`config.mk`:
```
export PLATFORM = sky130hd
export DESIGN_NAME = fragment_reassembly_control_core
export DESIGN_NICKNAME = d
export VERILOG_FILES = /design/src/hdl/frc_pkg.sv /design/src/hdl/frc_decide.sv /design/src/hdl/fragment_reassembly_control_core.sv
export SDC_FILE = /design/constraint.sdc
export NUM_CORES = 1
export LEC_CHECK = 0
export ABC_AREA = 1
export BUFFER_PORTS_ARGS = -buffer_cell sky130_fd_sc_hd__buf_2
export CAP_MARGIN = 40
export CORE_MARGIN = 5
export CORE_UTILIZATION = 35
export DETAILED_ROUTE_END_ITERATION = 7
export SLEW_MARGIN = 25
export SYNTH_ARGS = -nofsm -noshare
export SYNTH_HDL_FRONTEND = slang
export SYNTH_SLANG_ARGS = --single-unit
export TNS_END_PERCENT = 30
```
`constraint.sdc`:
```
create_clock -name aclk -period 12.15 [get_ports aclk]
set_input_delay 2.43 -clock aclk [delete_from_list [all_inputs] [get_ports aclk]]
set_output_delay 2.43 -clock aclk [all_outputs]
set_load 0.02 [all_outputs]
```
`src/hdl/frc_pkg.sv`:
```
// ============================================================================
// frc_pkg: shared types and constants for fragment reassembly control
// Action and sequence status codes, flag bit positions and the decision
// record that passes from the decision logic to the top level.
// ============================================================================
package frc_pkg;

    localparam int FlagBBit = 2;
    localparam int FlagEBit = 1;
    localparam int FlagIBit = 0;

    localparam int FlagsW   = 4;
    localparam int TicksW   = 64;
    localparam int IngressW = 32;
    localparam int SeqInW   = 20;

    typedef enum logic [2:0] {
        ACT_PASS          = 3'd0,
        ACT_IDLE          = 3'd1,
        ACT_BAD           = 3'd2,
        ACT_BEGIN         = 3'd3,
        ACT_BEGIN_DELIVER = 3'd4,
        ACT_CONTINUE      = 3'd5,
        ACT_END_DELIVER   = 3'd6,
        ACT_ABORT         = 3'd7
    } action_t;

    typedef enum logic [1:0] {
        ST_IN_ORDER = 2'd0,
        ST_OLDER    = 2'd1,
        ST_AHEAD    = 2'd2
    } seq_status_t;

    typedef struct packed {
        action_t                action;
        seq_status_t            seq_status;
        logic                   partial_dropped;
        logic [TicksW-1:0]      deliver_ticks;
        logic [IngressW-1:0]    deliver_ingress;
        logic                   assembling_next;
        logic                   store_first;
        logic                   update_seq;
    } frc_decision_t;

endpackage

```
`src/hdl/frc_decide.sv`:
```
// ============================================================================
// frc_decide: per-item reassembly decision
// Compares the sequence number with the expected one and walks the idle and
// busy rules for one registered header, producing the result and next state.
// ============================================================================
module frc_decide #(
    parameter int SEQ_BITS = 20
) (
    input  logic                                is_fragment,
    input  logic [frc_pkg::FlagsW-1:0]          frag_flags,
    input  logic [frc_pkg::SeqInW-1:0]          seq_number,
    input  logic [frc_pkg::TicksW-1:0]          arrival_ticks,
    input  logic [frc_pkg::IngressW-1:0]        ingress_port,
    input  logic [SEQ_BITS-1:0]                 expected_seq,
    input  logic                                assembling,
    input  logic [frc_pkg::TicksW-1:0]          first_ticks,
    input  logic [frc_pkg::IngressW-1:0]        first_ingress,
    output logic [SEQ_BITS-1:0]                 expected_next,
    output frc_pkg::frc_decision_t              decision
);
    import frc_pkg::*;

    logic [SEQ_BITS-1:0] seq_w;
    logic [SEQ_BITS-1:0] seq_diff;
    seq_status_t         status;
    logic                busy;

    assign seq_w         = SEQ_BITS'(seq_number);
    assign seq_diff      = seq_w - expected_seq;
    assign expected_next = seq_w + SEQ_BITS'(1);

    always_comb begin
        if (seq_diff == '0) begin
            status = ST_IN_ORDER;
        end else if (seq_diff[SEQ_BITS-1]) begin
            status = ST_OLDER;
        end else begin
            status = ST_AHEAD;
        end
    end

    assign busy = assembling && (status == ST_IN_ORDER);

    always_comb begin
        decision                 = '0;
        decision.action          = ACT_PASS;
        decision.seq_status      = ST_IN_ORDER;
        decision.assembling_next = assembling;
        if (is_fragment) begin
            decision.seq_status      = status;
            decision.update_seq      = 1'b1;
            decision.partial_dropped = assembling && (status != ST_IN_ORDER);
            if (!busy) begin
                decision.assembling_next = 1'b0;
                priority if (frag_flags[FlagBBit]) begin
                    decision.store_first = 1'b1;
                    if (frag_flags[FlagEBit]) begin
                        decision.action          = ACT_BEGIN_DELIVER;
                        decision.deliver_ticks   = arrival_ticks;
                        decision.deliver_ingress = ingress_port;
                    end else begin
                        decision.action          = ACT_BEGIN;
                        decision.assembling_next = 1'b1;
                    end
                end else if (frag_flags[FlagIBit]) begin
                    decision.action = ACT_IDLE;
                end else begin
                    decision.action = ACT_BAD;
                end
            end else begin
                priority if (frag_flags == '0) begin
                    decision.action = ACT_CONTINUE;
                end else if (frag_flags[FlagEBit]) begin
                    decision.action          = ACT_END_DELIVER;
                    decision.deliver_ticks   = first_ticks;
                    decision.deliver_ingress = first_ingress;
                    decision.assembling_next = 1'b0;
                end else begin
                    decision.action          = ACT_ABORT;
                    decision.partial_dropped = 1'b1;
                    decision.assembling_next = 1'b0;
                end
            end
        end
    end

endmodule

```
`src/hdl/fragment_reassembly_control_core.sv`:
```
// ============================================================================
// fragment_reassembly_control_core: hop-by-hop fragment reassembly control
// Path: an accepted input item is held in the input register, its result
// then in the result register. Throughput: one item per cycle while m_tready
// does not stall, set by the single decision stage between the two registers.
// Reset: aresetn low empties both registers and returns to idle with the
// expected sequence number at zero.
// ============================================================================
module fragment_reassembly_control_core #(
    parameter int SEQ_BITS = 20
) (
    input  logic         aclk,
    input  logic         aresetn,
    input  logic         s_tvalid,
    output logic         s_tready,
    // tdata fields from bit 0: seq_number, arrival_ticks, ingress_port.
    input  logic [119:0] s_tdata,
    // tuser fields from bit 0: is_fragment, frag_flags.
    input  logic [4:0]   s_tuser,
    output logic         m_tvalid,
    input  logic         m_tready,
    // tdata fields from bit 0: seq_status, partial_dropped, deliver_ticks,
    // deliver_ingress.
    output logic [103:0] m_tdata,
    // tuser fields from bit 0: action.
    output logic [2:0]   m_tuser
);
    import frc_pkg::*;

    logic                  in_valid_reg;
    logic [119:0]          in_data_reg;
    logic [4:0]            in_user_reg;
    logic                  advance;

    logic [SEQ_BITS-1:0]   expected_seq_reg;
    logic [SEQ_BITS-1:0]   expected_seq_next;
    logic                  assembling_reg;
    logic [TicksW-1:0]     first_ticks_reg;
    logic [IngressW-1:0]   first_ingress_reg;

    frc_decision_t         decision;
    logic                  out_valid_reg;
    frc_decision_t         out_reg;

    assign advance  = in_valid_reg && (!out_valid_reg || m_tready);
    assign s_tready = !in_valid_reg || advance;

    always_ff @(posedge aclk) begin
        if (!aresetn) begin
            in_valid_reg <= 1'b0;
        end else if (s_tready) begin
            in_valid_reg <= s_tvalid;
        end
    end

    always_ff @(posedge aclk) begin
        if (s_tvalid && s_tready) begin
            in_data_reg <= s_tdata;
            in_user_reg <= s_tuser;
        end
    end

    frc_decide #(
        .SEQ_BITS(SEQ_BITS)
    ) u_decide (
        .is_fragment   (in_user_reg[0]),
        .frag_flags    (in_user_reg[4:1]),
        .seq_number    (in_data_reg[19:0]),
        .arrival_ticks (in_data_reg[83:20]),
        .ingress_port  (in_data_reg[115:84]),
        .expected_seq  (expected_seq_reg),
        .assembling    (assembling_reg),
        .first_ticks   (first_ticks_reg),
        .first_ingress (first_ingress_reg),
        .expected_next (expected_seq_next),
        .decision      (decision)
    );

    always_ff @(posedge aclk) begin
        if (!aresetn) begin
            expected_seq_reg <= '0;
            assembling_reg   <= 1'b0;
        end else if (advance) begin
            assembling_reg <= decision.assembling_next;
            if (decision.update_seq) begin
                expected_seq_reg <= expected_seq_next;
            end
        end
    end

    always_ff @(posedge aclk) begin
        if (advance && decision.store_first) begin
            first_ticks_reg   <= in_data_reg[83:20];
            first_ingress_reg <= in_data_reg[115:84];
        end
    end

    always_ff @(posedge aclk) begin
        if (!aresetn) begin
            out_valid_reg <= 1'b0;
        end else if (!out_valid_reg || m_tready) begin
            out_valid_reg <= in_valid_reg;
        end
    end

    always_ff @(posedge aclk) begin
        if (advance) begin
            out_reg <= decision;
        end
    end

    assign m_tvalid = out_valid_reg;
    assign m_tuser  = out_reg.action;
    assign m_tdata  = {5'd0, out_reg.deliver_ingress, out_reg.deliver_ticks,
                       out_reg.partial_dropped, out_reg.seq_status};

    a_deliver_zero : assert property (@(posedge aclk) disable iff (!aresetn)
        out_valid_reg && out_reg.action != ACT_BEGIN_DELIVER
            && out_reg.action != ACT_END_DELIVER
        |-> out_reg.deliver_ticks == '0 && out_reg.deliver_ingress == '0)
        else $error("deliver fields set on a non-deliver action");

    a_pass_clean : assert property (@(posedge aclk) disable iff (!aresetn)
        out_valid_reg && out_reg.action == ACT_PASS
        |-> out_reg.seq_status == ST_IN_ORDER && !out_reg.partial_dropped)
        else $error("pass-through item carries sequence status or drop");

    a_seq_resync : assert property (@(posedge aclk) disable iff (!aresetn)
        advance && in_user_reg[0]
        |=> expected_seq_reg == $past(expected_seq_next))
        else $error("expected sequence number did not resync");

    a_nonfrag_hold : assert property (@(posedge aclk) disable iff (!aresetn)
        advance && !in_user_reg[0]
        |=> assembling_reg == $past(assembling_reg)
            && expected_seq_reg == $past(expected_seq_reg))
        else $error("non-fragment item changed reassembly state");

endmodule
```
==> impl_table.tex, run 1 <==
\begin{tabular}{lr}
\hline
Metric & Value \\
\hline
\multicolumn{2}{l}{\textbf{Timing}} \\
Final hold violation count & 0 \\
Final count of negative-setup-slack endpoints & 0 \\
Worst Setup Slack, final & about 6800 ps \\
Period Utilization, post-route & 43.7\% \\
Max Transition Viols Final & 0 \\
Shortest clock period the worst path allows after layout & about 5300 ps \\
Maximum clock frequency & 0.189 GHz \\
Fin Setup TNS & 0 ps \\
Worst slew margin & approximately 45\% \\
Worst Max-Slew Pin Slew & 828 ps \\
Post-route clock skew & $\sim$12 ps \\
Setup repair after global routing missed its margin & no \\
\multicolumn{2}{l}{\textbf{Synthesis}} \\
Synth top area share & between 60\% and 70\% \\
Dominant cell by count in the synthesized netlist & edfxtp\_1 \\
Distinct cells, synth & 35 \\
\#FFs+latches synth & 342 \\
Average cell area after synthesis & $\sim$11 µm² \\
Largest cells by area after synthesis & edfxtp\_1 (64\%), nand2\_1 (6.4\%), nand3\_1 (5.0\%), nand3b\_1 (4.8\%), a21oi\_1 (4.5\%) \\
Number of synthesis warnings & 0 \\
Area of the mapped netlist & 14,900 µm² \\
Fraction of the yosys area taken by sequential cells & between 60\% and 70\% \\
Commonest cells post-synth & edfxtp\_1 (319), nand2\_1 (255), nand3\_1 (150), a21oi\_1 (133), inv\_1 (105) \\
Synth async-reset ratio & 0\% \\
Post-Synthesis Cells & approximately 1,300 \\
Dominant register cell in the synthesized netlist & edfxtp\_1 \\
Count of flip-flops with a built-in enable after synthesis & between 300 and 400 \\
Cell type with the largest total area after synthesis & edfxtp\_1 \\
\multicolumn{2}{l}{\textbf{Clock network}} \\
TritonCTS Sinks & around 340 \\
CTS buffer count & 38 \\
Reg clk slew, reported paths & around 60 ps \\
Cell at the root of the clock tree & clkbuf\_16 \\
Post-cts gate resize count & 0 \\
Hold bufs inserted after CTS & 0 \\
Number of buffers on the longest clock path & 3 \\
H-tree lvl count & 2 \\
Number of post-CTS setup repair buffers & 0 \\
Clk\_lat worst skew & between 500 and 600 ps \\
TritonCTS clock tree & built \\
\multicolumn{2}{l}{\textbf{Global route}} \\
Global-route wire length before repair & approximately 60,000 µm \\
Global-route usage over all layers & between 15 and 20\% \\
Pin count of the biggest net entering global routing & 65 \\
Vias in the first global route & a little over 10,000 \\
Number of antenna violations at the first check in global routing & 3 \\
Residual overflow from global routing & 0 \\
\multicolumn{2}{l}{\textbf{Routing}} \\
Routed length per instance & roughly 18 µm \\
Number of remaining DRC errors & 0 \\
Via density per instance & 5.00 \\
Post-detailed-route count of antenna-violating nets & 0 \\
Number of vias in the routed layout & approximately 11,000 \\
Total Wirelength & 37,700 µm \\
Detailed-router iteration count before antenna repair & 5 \\
Number of DRC markers after the initial detailed-route iteration & about 860 \\
\multicolumn{2}{l}{\textbf{Worst setup path}} \\
Largest fanout on the critical path & 3 \\
Required @ worst endpoint & 9720 ps \\
Cell repeated most along the worst path & buf\_2 \\
CP Data Arrival Time & between 2000 and 3000 ps \\
Critical Path End Type & primary output \\
Worst Setup Start Kind & input port \\
Slowest-stage cell, CP & buf\_2 \\
Worst path cell trace & buf\_2, inv\_1, nand3\_1, buf\_2 \\
Delay contributed by the slowest stage of the critical path & around 180 ps \\
Setup CP Type & input port to primary output \\
\multicolumn{2}{l}{\textbf{Pwr}} \\
Leakage power & between 6 and 7 nW \\
Total power & roughly 2.7 mW \\
Pwr Density & between 150 and 200 nW/µm² \\
VDD IR-drop max & 0.0866 mV \\
\multicolumn{2}{l}{\textbf{Layout}} \\
Number of nets in the layout & around 1,700 \\
Final cell count without fillers & approximately 2,100 \\
Flip-flop count of the largest register, all copies and words added & 116 \\
Final core occ & 42.3\% \\
Synthesis-to-layout area growth & 19.5\% \\
Share of layout cells above drive strength 1 & between 20\% and 30\% \\
Number of filler instances in the final layout & $\sim$4,000 \\
\multicolumn{2}{l}{\textbf{Floorplan}} \\
Die span in y & about 220 µm \\
Horizontal extent of the die & about 220 µm \\
Standard cell core area & 42,000 µm² \\
Initial Util & 35.4\% \\
I/O pin count & around 240 \\
Total Die Area & between 40,000 and 50,000 µm² \\
Num rows & 75 \\
\multicolumn{2}{l}{\textbf{Placed design}} \\
Post-DP HPWL & $\sim$24,000 µm \\
Instance count after placement with tap cells included & between 2,000 and 2,500 \\
Placer Congestion & approximately 0.84 \\
Dpl ws & between 6000 and 7000 ps \\
\# port buffers & around 230 \\
\multicolumn{2}{l}{\textbf{Job}} \\
Max cap viols & 0 \\
\multicolumn{2}{l}{\textbf{Status}} \\
Run status & completed \\
\multicolumn{2}{l}{\textbf{Hold path}} \\
Class of the tightest hold or removal check & register to register \\
\hline
\end{tabular}
==> final cells by class <==
class                           count  area [µm²]  share of cell area (%)
Sequential cell                   342       10000                    56.5
Multi-Input combinational cell    779        4060                    22.8
Timing Repair Buffer              247        1400                    7.86
Clock buffer                       48        1020                    5.73
Tap cell                          539         674                    3.79
Inverter                          121         464                    2.61
Clock inverter                     20         116                   0.654
Antenna cell                        4        10.0                  0.0563
==> layer usage <==
metal  routed length, µm  vias up  GRT usage, %
li1                    -     5026             -
met1               17100     5050          22.2
met2               17200      364          24.8
met3                2390       63          2.68
met4                 984        4          5.26
met5                  18        -             0
==> path summary, 6_finish.rpt <==
check,startpoint,to,slack (ps),cells after the start
min reg2reg,in_data_reg[52]$_DFFE_PP_,first_ticks_reg[32]$_DFFE_PP_,450,0
min,in_data_reg[52]$_DFFE_PP_,first_ticks_reg[32]$_DFFE_PP_,450,0
max reg2reg,in_data_reg[0]$_DFFE_PP_,m_tdata[51]$_SDFFCE_PN0P_,8080,15
max,m_tready,s_tready,6850,4
==> logic make-up after synthesis <==
logic type / share of synthesized area [%]
buffers and inverters: 5.34
AO/OA/AOI/OAI: 5.44
other: 0.0252
AND/OR/NAND/NOR: 18.9
adder cells (fa/ha/maj): 1.82
flip-flops: 67.5
XOR/XNOR: 1.05
==> critical path, delay by kind of cell <==
| family | cells | cell delay [ps] |
|---|---|---|
| buf+inv | 3 | 340 |
| simple gates | 1 | 100 |
==> placed cells by master, fill, tap and decap left out, types with 2 or more instances in the layout <==
master       n
conb_1       5
clkinv_8     2
nor3_1       7
dfxtp_1     22
nand2_2      4
inv_2       15
edfxtp_1   319
buf_4       11
nor2_2       2
nor2_1      42
nand4_1     14
clkinv_4     2
xor2_1       6
o21ai_0     21
clkbuf_1     8
buf_16       3
inv_1      101
diode_2      4
o211ai_1     2
ha_1        20
xnor2_1     10
clkinv_2     7
buf_12       4
clkinv_1    11
nand3b_1    96
nand3_1    150
a21oi_1    133
o21bai_1     2
nor4_1       2
clkbuf_16   39
nand2_1    255
inv_4        3
buf_2      228
==> through the flow <==
stage | instance area (µm²) | hold WS (ps)
after global placement | 16500 | 430
after CTS | 17700 | 447
after global routing | 17800 | 449
after floorplan | 14900 | 427
final | 17800 | 446
after detailed placement | 16600 | 434
==> report_power, final <==
group / switching [mW] / leakage [nW] / internal, mW
registers: 0.0249 / 3.17 / 1.35
logic: 0.169 / 3.08 / 0.0821
clock network: 0.451 / 0.556 / 0.596
total: 0.645 / 6.81 / 2.03
Note: power is estimated with default switching activity, not from simulation.
==> inputs of run 2 (changes only) <==
clock period = 5.2 ns   (was 12.15 ns; I/O delays follow)
==> run 2 against run 1 <==
  * Non-clock buffer count is 2 lower
  * Sequential cell count stayed put
  * Via count is 1.0% lower
  * Power is 150% higher
  * Largest power group unchanged
==> impl_table.tex, run 2 (same netlist as run 1, synthesis figures left out) <==
\begin{tabular}{lr}
\hline
Metric & Value \\
\hline
\multicolumn{2}{l}{\textbf{Floorplan}} \\
Horizontal extent of the die & 216 µm \\
Standard cell core area & about 42,000 µm² \\
Total Die Area & roughly 47,000 µm² \\
Die span in y & about 220 µm \\
I/O pin count & 238 \\
Num rows & 75 \\
Initial Util & a little over a third \\
\multicolumn{2}{l}{\textbf{Clock network}} \\
Number of post-CTS setup repair buffers & 0 \\
Reg clk slew, reported paths & around 60 ps \\
Hold bufs inserted after CTS & 0 \\
TritonCTS Sinks & about 340 \\
Clk\_lat worst skew & 560 ps \\
H-tree lvl count & 2 \\
Number of buffers on the longest clock path & 3 \\
Cell at the root of the clock tree & clkbuf\_16 \\
TritonCTS clock tree & built \\
Post-cts gate resize count & 0 \\
CTS buffer count & 38 \\
\multicolumn{2}{l}{\textbf{Worst setup path}} \\
Critical Path End Type & register \\
Start point of the critical path & in\_data\_reg[0]\$\_DFFE\_PP\_ \\
CP Data Arrival Time & approximately 4200 ps \\
Worst Setup Start Kind & register \\
Worst path cell trace & inv\_1, ha\_1, fa\_1, inv\_1, nand2\_1, nand2\_1, nand3\_1, nand2\_1, nand2\_1, nand2\_1, inv\_2, nand2\_1, nor2\_1, nand2\_1, nor2\_1, nand4\_1, buf\_4, buf\_4, nand3\_1, a21oi\_1 \\
Cell repeated most along the worst path & nand2\_1 \\
Number of buffer and inverter instances along the worst setup path & 5 \\
Delay contributed by the slowest stage of the critical path & roughly 670 ps \\
Largest fanout on the critical path & 58 \\
CP top delay family & buffers and inverters \\
Slowest-stage cell, CP & buf\_4 \\
Required @ worst endpoint & 5560 ps \\
Setup CP Type & register to register \\
Worst flop-to-flop path startpoint & in\_data\_reg[0]\$\_DFFE\_PP\_ \\
\multicolumn{2}{l}{\textbf{Placed design}} \\
Dpl ws & around 1400 ps \\
\# port buffers & between 200 and 250 \\
Post-place instance area & between 15,000 and 20,000 µm² \\
Instance count after placement with tap cells included & a little over 2,000 \\
Post-DP HPWL & 23,200 µm \\
Placer Congestion & between 0.8 and 0.9 \\
\multicolumn{2}{l}{\textbf{Global route}} \\
Global-route wire length before repair & between 50,000 and 60,000 µm \\
Number of antenna violations at the first check in global routing & 7 \\
Global-route usage over all layers & between 10\% and 20\% \\
Pin count of the biggest net entering global routing & 122 \\
Vias in the first global route & slightly above 10,000 \\
Residual overflow from global routing & 0 \\
\multicolumn{2}{l}{\textbf{Layout}} \\
Synthesis-to-layout area growth & 20.3\% \\
Final core occ & a little over two fifths \\
Number of nets in the layout & about 1,700 \\
Most common library cell in the layout ignoring fill and taps & edfxtp\_1 \\
Flip-flop count of the largest register, all copies and words added & about 120 \\
Final cell count without fillers & 2,101 \\
Top library cells by usage in the layout, fill and taps aside & edfxtp\_1 (319), nand2\_1 (255), buf\_2 (228) \\
Share of layout cells above drive strength 1 & 21.3\% \\
Final std cell area, no fill & 17,900 µm² \\
\multicolumn{2}{l}{\textbf{Pwr}} \\
Pwr Density & 367 nW/µm² \\
Leakage power & slightly below 7 nW \\
Total power & between 6 and 7 mW \\
VDD IR-drop max & 0.273 mV \\
\multicolumn{2}{l}{\textbf{Routing}} \\
Post-detailed-route count of antenna-violating nets & 0 \\
Metal2 WL & roughly 17,000 µm \\
Routed length per instance & about 18 µm \\
Via density per instance & approximately 5 \\
Number of vias in the routed layout & a little over 10,000 \\
Number of DRC markers after the initial detailed-route iteration & 844 \\
Detailed-router iteration count before antenna repair & 5 \\
Detailed-route wire length on metal 1 & roughly 17,000 µm \\
Top layer used by detailed routing & met5 \\
Routed met3 length & about 2800 µm \\
Total Wirelength & $\sim$37,000 µm \\
Number of remaining DRC errors & 0 \\
\multicolumn{2}{l}{\textbf{Timing}} \\
Shortest clock period the worst path allows after layout & between 3000 and 4000 ps \\
Final count of negative-setup-slack endpoints & 0 \\
Setup repair after global routing missed its margin & no \\
Worst slew margin & between 40\% and 50\% \\
Maximum clock frequency & between 0.2 and 0.3 GHz \\
Period Utilization, post-route & between 70\% and 80\% \\
Post-route clock skew & between 20 and 30 ps \\
Worst Setup Slack, final & between 1000 and 1500 ps \\
Final hold violation count & 0 \\
Hold Slack & 447 ps \\
Fin Setup TNS & 0 ps \\
Worst Max-Slew Pin Slew & 846 ps \\
Max Transition Viols Final & 0 \\
\multicolumn{2}{l}{\textbf{Hold path}} \\
Class of the tightest hold or removal check & register to register \\
Launch instance of the worst min-delay path & in\_data\_reg[21]\$\_DFFE\_PP\_ \\
\multicolumn{2}{l}{\textbf{Job}} \\
Max cap viols & 0 \\
\multicolumn{2}{l}{\textbf{Status}} \\
Run status & completed \\
\hline
\end{tabular}
-- run 2: cell type report --
class,count,area [µm²]
Inverter,121,464
Antenna cell,5,12.5
Sequential cell,342,10000
Timing Repair Buffer,245,1350
Tap cell,539,674
Fill cell,3987,24100
Multi-Input combinational cell,779,4060
Clock buffer,50,1050
Clock inverter,20,244
-- run 2: path summary, 6_finish.rpt --
kind	to	slack, ps	depth (start not counted)
worst min-delay path	first_ticks_reg[1]$_DFFE_PP_	450	0
worst min register to register	first_ticks_reg[1]$_DFFE_PP_	450	0
worst max register to register	m_tdata[79]$_SDFFCE_PN0P_	1400	20
worst max-delay path	m_tdata[79]$_SDFFCE_PN0P_	1400	20
-- run 2: routing by layer --
metal	track usage, %	vias up
met4	4.83	8
li1	-	5037
met5	0	-
met1	21.1	4963
met2	24.5	326
met3	4.41	63
-- run 2: report_power, final --
part | leakage, nW | internal, mW | switching [mW]
logic | 3.05 | 0.192 | 0.392
clock network | 0.631 | 1.68 | 1.09
registers | 3.17 | 3.15 | 0.0567
==> inputs of run 3 (changes only) <==
clock period = 3.7 ns   (was 5.2 ns; I/O delays follow)
==> run 3 against run 2 <==
  * Clock skew fell by 7.8 ps
  * Non-clock buffer count rose by 1
  * Utilization fell by 0.13 points
  * Maximum frequency rose by 14%
  * Via count rose by 0.22%
  * First-iteration DRC count fell by 10%
  * Routed wire length rose by 0.62%
  * Clock power rose by 31%
  * Highest routed layer unchanged
==> impl_table.tex, run 3 (same netlist as run 1, synthesis figures left out) <==
\begin{tabular}{lr}
\hline
Metric & Value \\
\hline
\multicolumn{2}{l}{\textbf{Worst setup path}} \\
Required @ worst endpoint & a little under 4000 ps \\
Setup CP Type & register to register \\
Largest fanout on the critical path & a little under 90 \\
Critical Path End Type & register \\
Worst Setup Start Kind & register \\
CP Data Arrival Time & roughly 3600 ps \\
\multicolumn{2}{l}{\textbf{Timing}} \\
Period Utilization, post-route & 90.4\% \\
Shortest clock period the worst path allows after layout & approximately 3300 ps \\
Setup repair after global routing missed its margin & no \\
Maximum clock frequency & between 0.2 and 0.3 GHz \\
Hold Slack & around 360 ps \\
Worst Setup Slack, final & roughly 360 ps \\
Worst Max-Slew Pin Slew & 827 ps \\
Final hold violation count & 0 \\
Post-route clock skew & 22.0 ps \\
Final count of negative-setup-slack endpoints & 0 \\
Worst slew margin & 44.8\% \\
Max Transition Viols Final & 0 \\
\multicolumn{2}{l}{\textbf{Floorplan}} \\
Initial Util & a little over a third \\
Num rows & 75 \\
Horizontal extent of the die & between 200 and 250 µm \\
I/O pin count & between 200 and 250 \\
Die span in y & 216 µm \\
Total Die Area & roughly 47,000 µm² \\
Standard cell core area & between 40,000 and 50,000 µm² \\
\multicolumn{2}{l}{\textbf{Layout}} \\
Top library cells by usage in the layout, fill and taps aside & edfxtp\_1 (319), nand2\_1 (255), buf\_2 (228) \\
Final std cell area, no fill & between 15,000 and 20,000 µm² \\
Share of layout cells above drive strength 1 & roughly 22\% \\
Most common library cell in the layout ignoring fill and taps & edfxtp\_1 \\
Flip-flop count of the largest register, all copies and words added & approximately 120 \\
Synthesis-to-layout area growth & 19.9\% \\
Number of nets in the layout & 1,679 \\
\multicolumn{2}{l}{\textbf{Hold path}} \\
Class of the tightest hold or removal check & input port to register \\
\multicolumn{2}{l}{\textbf{Routing}} \\
Total Wirelength & between 30,000 and 40,000 µm \\
Via density per instance & approximately 5 \\
Top layer used by detailed routing & met5 \\
Number of vias in the routed layout & between 10,000 and 15,000 \\
Detailed-router iteration count before antenna repair & 5 \\
Routed met3 length & $\sim$3200 µm \\
Number of DRC markers after the initial detailed-route iteration & between 700 and 800 \\
Routed length per instance & between 15 and 20 µm \\
Detailed-route wire length on metal 1 & around 17,000 µm \\
Post-detailed-route count of antenna-violating nets & 0 \\
Number of remaining DRC errors & 0 \\
Metal2 WL & between 15,000 and 20,000 µm \\
\multicolumn{2}{l}{\textbf{Clock network}} \\
Cell at the root of the clock tree & clkbuf\_16 \\
Number of post-CTS setup repair buffers & 0 \\
TritonCTS Sinks & approximately 340 \\
CTS buffer count & 39 \\
Post-cts gate resize count & 0 \\
TritonCTS clock tree & built \\
Hold bufs inserted after CTS & 0 \\
Clk\_lat worst skew & $\sim$560 ps \\
H-tree lvl count & 2 \\
Number of buffers on the longest clock path & 3 \\
Reg clk slew, reported paths & $\sim$60 ps \\
\multicolumn{2}{l}{\textbf{Global route}} \\
Residual overflow from global routing & 0 \\
Global-route wire length before repair & 58,900 µm \\
Global-route usage over all layers & $\sim$16\% \\
Pin count of the biggest net entering global routing & around 120 \\
Number of antenna violations at the first check in global routing & 10 \\
Vias in the first global route & 10,400 \\
\multicolumn{2}{l}{\textbf{Status}} \\
Run status & completed \\
\multicolumn{2}{l}{\textbf{Pwr}} \\
Leakage power & between 6 and 7 nW \\
Pwr Density & around 500 nW/µm² \\
VDD IR-drop max & 0.396 mV \\
\multicolumn{2}{l}{\textbf{Placed design}} \\
\# port buffers & 228 \\
Dpl ws & $\sim$470 ps \\
Post-place instance area & $\sim$17,000 µm² \\
Placer Congestion & a little over 0.8 \\
Post-DP HPWL & 23,700 µm \\
\multicolumn{2}{l}{\textbf{Job}} \\
Max cap viols & 0 \\
\hline
\end{tabular}
-- run 3: changes by cell type in the layout (fill, tap and decap cells not counted), sizes merged --
cell and delta:
diode -2, buf +1, inv -1, clkinv +3
bufinv -4, clkbuf -2, clkinvlp +3
-- run 3: path summary, 6_finish.rpt --
kind / start / to / slack, ps / cells past startpoint
setup / recovery: in_data_reg[11]$_DFFE_PP_ / m_tdata[81]$_SDFFCE_PN0P_ / 360 / 15
hold / removal: s_tdata[22] / in_data_reg[22]$_DFFE_PP_ / 360 / 1
setup reg to reg: in_data_reg[11]$_DFFE_PP_ / m_tdata[81]$_SDFFCE_PN0P_ / 360 / 15
hold reg to reg: in_data_reg[111]$_DFFE_PP_ / first_ingress_reg[27]$_DFFE_PP_ / 440 / 0
-- run 3: final cells by class --
cell class	count	area [µm²]
diodes	3	7.51
well taps	539	674
flip-flops and latches	342	10000
inverters	121	467
clock inverters	21	173
multi-input cells	779	4080
repair buffers	246	1370
clock buffers	48	1030
fillers	4012	24200
-- run 3: per-layer routing --
metal  vias to the layer above  track usage, %
li1                       5033               -
met1                      4934            21.4
met5                         -               0
met2                       364            24.0
met3                        73            4.93
met4                        16            5.02
-- run 3: worst max-delay path, stage by stage, from the launching register on --
cell	delay, ps
edfxtp_1	470
ha_1	480
nand2_1	140
inv_2	70
nand2_1	90
nor3_1	150
nand2_1	100
nand3_1	160
inv_1	60
nor2_1	100
nand2_1	60
nor2_1	140
nand4_1	300
buf_12	320
nand3_1	180
a21oi_1	80
-- run 3: per-stage QoR --
step | power [mW] | cells | TNS [ps] | util (%)
finish | 8.96 | 2099 | 0 | 42.5
detailed placement | 5.41 | 2026 | 0 | 39.5
global placement | 5.40 | 2025 | 0 | 39.5
global route | 9.36 | 2097 | 0 | 42.4
floorplan | 5.11 | 1317 | -15660 | -
CTS | 9.08 | 2095 | 0 | 42.4
-- run 3: report_power, final --
| group | leakage, nW | internal, mW | switching, mW | total, mW |
|---|---|---|---|---|
| Sequential | 3.17 | 4.43 | 0.0823 | 4.51 |
| Combinational | 3.05 | 0.271 | 0.551 | 0.822 |
| Clock | 0.582 | 2.07 | 1.56 | 3.63 |
| Total | 6.80 | 6.76 | 2.20 | 8.96 |
